File: src/hw/rtl/wyh_mul.sv
// Shared 64x64->128 multiplier, one 32x32 partial product per cycle.
// No dependencies.
`timescale 1ns / 1ps
`default_nettype none
module wyh_mul (
  input  wire logic         clk_i,
  input  wire logic         rst_ni,
  input  wire logic         start_i,
  input  wire logic [63:0]  a_i,
  input  wire logic [63:0]  b_i,
  output logic              done_o,
  output logic [127:0]      prod_o
);
  logic [63:0]  a_q, b_q;
  logic [2:0]   step_q;
  logic         busy_q;
  logic [127:0] acc_q;
  logic [31:0]  xa, xb;
  logic [63:0]  pp_q;
  logic [2:0]   pstep_q;
  logic         pv_q;
  logic [127:0] shifted;

  // pick partial operands
  always_comb begin
    xa = step_q[1] ? a_q[63:32] : a_q[31:0];
    xb = step_q[0] ? b_q[63:32] : b_q[31:0];
  end

  always_comb begin
    case (pstep_q[1:0])
      2'd0:    shifted = {64'd0, pp_q};
      2'd3:    shifted = {pp_q, 64'd0};
      default: shifted = {32'd0, pp_q, 32'd0};
    endcase
  end

  // partial product register, then accumulate
  always_ff @(posedge clk_i or negedge rst_ni) begin
    if (!rst_ni) begin
      busy_q <= 1'b0; step_q <= '0; pv_q <= 1'b0; pstep_q <= '0; done_o <= 1'b0;
    end else begin
      done_o <= 1'b0;
      pv_q   <= 1'b0;
      if (start_i) begin
        a_q <= a_i; b_q <= b_i; busy_q <= 1'b1; step_q <= '0; acc_q <= '0;
      end else if (busy_q) begin
        pp_q <= xa * xb; pstep_q <= step_q; pv_q <= 1'b1;
        step_q <= step_q + 3'd1;
        if (step_q == 3'd3) busy_q <= 1'b0;
      end
      if (pv_q) begin
        acc_q <= acc_q + shifted;
        if (pstep_q == 3'd3) done_o <= 1'b1;
      end
    end
  end
  assign prod_o = acc_q;
endmodule
`default_nettype wire

File: config.mk
export PLATFORM = sky130hd
export DESIGN_NAME = wyh_mul
export DESIGN_NICKNAME = d
export VERILOG_FILES = /design/src/hw/rtl/wyh_mul.sv
export SDC_FILE = /design/constraint.sdc
export NUM_CORES = 2
export LEC_CHECK = 0
export ABC_CLOCK_PERIOD_IN_PS = 9050
export BUFFER_PORTS_ARGS = -buffer_cell sky130_fd_sc_hd__buf_2
export CAP_MARGIN = 15
export CORE_AREA = 2 2 428 430
export CTS_BUF_LIST = sky130_fd_sc_hd__clkbuf_2 sky130_fd_sc_hd__clkbuf_4 sky130_fd_sc_hd__clkbuf_8
export DETAILED_ROUTE_END_ITERATION = 6
export DIE_AREA = 0 0 430 432
export GPL_ROUTABILITY_DRIVEN = 0
export PLACE_DENSITY = 0.44
export SLEW_MARGIN = 40
export SYNTH_ARGS = -nofsm -noshare
export SYNTH_HDL_FRONTEND = slang
export SYNTH_SLANG_ARGS = --single-unit
File: constraint.sdc
create_clock -name clk_i -period 9.05 [get_ports clk_i]
set_input_delay 1.81 -clock clk_i [delete_from_list [all_inputs] [get_ports clk_i]]
set_output_delay 1.81 -clock clk_i [all_outputs]
set_load 0.02 [all_outputs]
==> metrics.cfg <==
[final_layout]
final_core_util_pct = 33.8
area_delta_synth_final_pct = 13.9
nets = 7675
multi_input_area_mm2 = 0.0398
fillers = 18900
drive_gt1_share_pct = 12.2
seqCellArea_mm2 = 0.00984

[synthesis]
synthMuxAreaShare_pct = 2.90
synth_xor_area_share_pct = 2.47
synthAdderAreaFrac_pct = 42.4
synth_compound_area_share_pct = 10.2
ys_top_cells_by_area = fa_1 (33%), edfxtp_1 (18%), ha_1 (9.1%)
synthArstFlopShare_pct = 2.74
synth_largest_area_cell = fa_1
synth_top_family_by_area = adder cells
synth_edf_count = 320
syn-mean-instance-area_um2 = 9.05
synthFlopType = edfxtp_1
netlist_area_mm2 = 0.0540
ys_top_cells_by_count = inv_1 (949), fa_1 (897), nor2_1 (839), nand2_1 (743), ha_1 (394)
synth_seq_area_share_pct = 18.2
synth_cell_type_count = 83
yosysTopAreaCellShare_pct = 33.3
synth-simple-area-share_pct = 15.2
syn_nets = 7384
synthCells = 5962
yosysMostFrequentCell = inv_1
yosysWarnings = 0
ys_ff_latch = 329

[routing]
wl_mm = 223
drtAntennaViolNets = 0
via_count = 44700
drcViolationCount = 0
wl_per_cell_um = 25.7
drt_iter0_drc = 3902
via_per_inst = 5.15
dr.pass1.iters = 5

[global_routing]
gr-usage-all-layers_pct = 23.8
grt_pass1_vias = 46100
overflow = 0
grt_max_degree = 71
grt_pass1_wl_mm = 320
antenna_found_initial = 9

[clock_network]
clock_sinks = 329
clk_pin_slew_ps = 70
cts_buffers = 68
clock_path_buffers = 3
cts_root_buf = clkbuf_8
htreeDepth = 3
clock_latency_ps = 800
tritoncts = done

[sta]
maxSlewViolCount = 0
fin_crit_ps = 8770
grt_setup_unrepaired = no
slew_headroom_pct = 35.7
fmax_ghz = 0.114
worst_slack_ps = 280
final.setup.tns_ps = 0
setup-violations-final = 0
tightestPinTransition_ps = 954
finalHoldViolations = 0
fin_crit_sh_pct = 96.9
finClkSkew_ps = 72.6

[worst_setup_path]
end_kind = register
crit_buf_inv = 11
critical_path_arrival_ps = 9380
criticalPathCategory = reg -> reg
timing.reg2reg.setup_slack_ps = 280
worstSetupStartpointType = register
cp_slowest_cell = fa_1
cp.required_ps = 9660
path_delay_family = adder cells
cpMostUsedCell = fa_1
slowest_delay_ps = 630
path_max_fanout = 11

[floorplan]
start_util_pct = 29.7
die_w_um = 430
row_count = 157
dieArea_mm2 = 0.186
core_mm2 = 0.182
ios = 260
die_height_um = 432

[placement]
dp.final_hpwl_mm = 183
io_buffers = 259
post-place-ws_ps = 19.6

[status]
status = finished clean

[worst_hold_path]
hp-class = reg -> reg

[run]
max-cap-violations = 0

## path summary, 6_finish.rpt
path / from / to / cells after the start
worst max-delay path: step_q[0]$_DFFE_PN0P_ / pp_q[61]$_DFFE_PP_ / 32
worst min register to register: pstep_q[2]$_DFFE_PN0P_ / done_o$_DFF_PN0_ / 1
max in group asynchronous: rst_ni / step_q[1]$_DFFE_PN0P_ / 1
worst max register to register: step_q[0]$_DFFE_PN0P_ / pp_q[61]$_DFFE_PP_ / 32
worst min-delay path: pstep_q[2]$_DFFE_PN0P_ / done_o$_DFF_PN0_ / 1
min in group asynchronous: rst_ni / step_q[0]$_DFFE_PN0P_ / 1
## cells in the final DEF (no fill, tap or decap), types with 87 or more instances in the layout
cell / instances
inv_1: 948
fa_1: 897
nor2_1: 838
nand2_1: 743
ha_1: 392
edfxtp_1: 320
a21oi_1: 274
buf_2: 259
buf_4: 194
o21ai_0: 193
xnor2_1: 97
a21o_1: 91
and2_1: 87
## registers in the layout (all words and copies together) (netlist names)
register  count
prod_o      128
done_o        1
step_q        3
pp_q         64
b_q          64
busy_q        1
a_q          64
pstep_q       3
pv_q          1
## what timing repair did
item / in CTS / in global routing
pin swaps: 0 / 1
gates cloned: 0 / 0
buffers inserted: 1 / 12
hold buffers: 0 / 0
endpoints found under the setup margin: 1 / 13
resized for setup: 0 / 7
hold endpoints to repair: 0 / 0
## through the flow
stage / instance area (um^2) / hold WS (ps) / instances
detailed placement: 59700 / 425 / 8555
global placement: 59700 / 417 / 8555
global route: 61400 / 446 / 8693
floorplan: 54000 / 401 / 5962
finish: 61400 / 430 / 8694
CTS: 61300 / 423 / 8676
## layout make-up
class / count / area share (%)
Clock buffer: 89 / 1.83
Timing Repair Buffer: 503 / 6.05
Multi-Input combinational cell: 4402 / 64.8
Tap cell: 2385 / 4.86
Antenna cell: 6 / 0.0244
Inverter: 949 / 5.80
Sequential cell: 329 / 16.0
Clock inverter: 31 / 0.650
## routing by layer
layer	vias to the layer above	GRT usage, %	share of wire (%)
met2	1954	37.2	44
met4	4	10.4	4.8
met5	-	0	0.0067
met3	392	5.14	8.1
met1	22600	31.6	43
li1	19800	-	-
## worst register-to-register path, delay by kind of cell (launching register included)
kind / cells / cell delay [ps]
XOR/XNOR: 1 / 260
multiplexers: 1 / 430
AO/OA/AOI/OAI: 4 / 930
AND/OR/NAND/NOR: 6 / 800
flip-flops: 1 / 540
adder cells (fa/ha/maj): 9 / 4310
buffers and inverters: 11 / 1290
## kinds of logic after synthesis
family,after synthesis
buffers and inverters,1231
adder cells (fa/ha/maj),1291
multiplexers,148
XOR/XNOR,152
AO/OA/AOI/OAI,860
AND/OR/NAND/NOR,1951
flip-flops,329
Power is not shown: default switching activity piles up to over one toggle a cycle in this logic, so the estimate is an artifact.
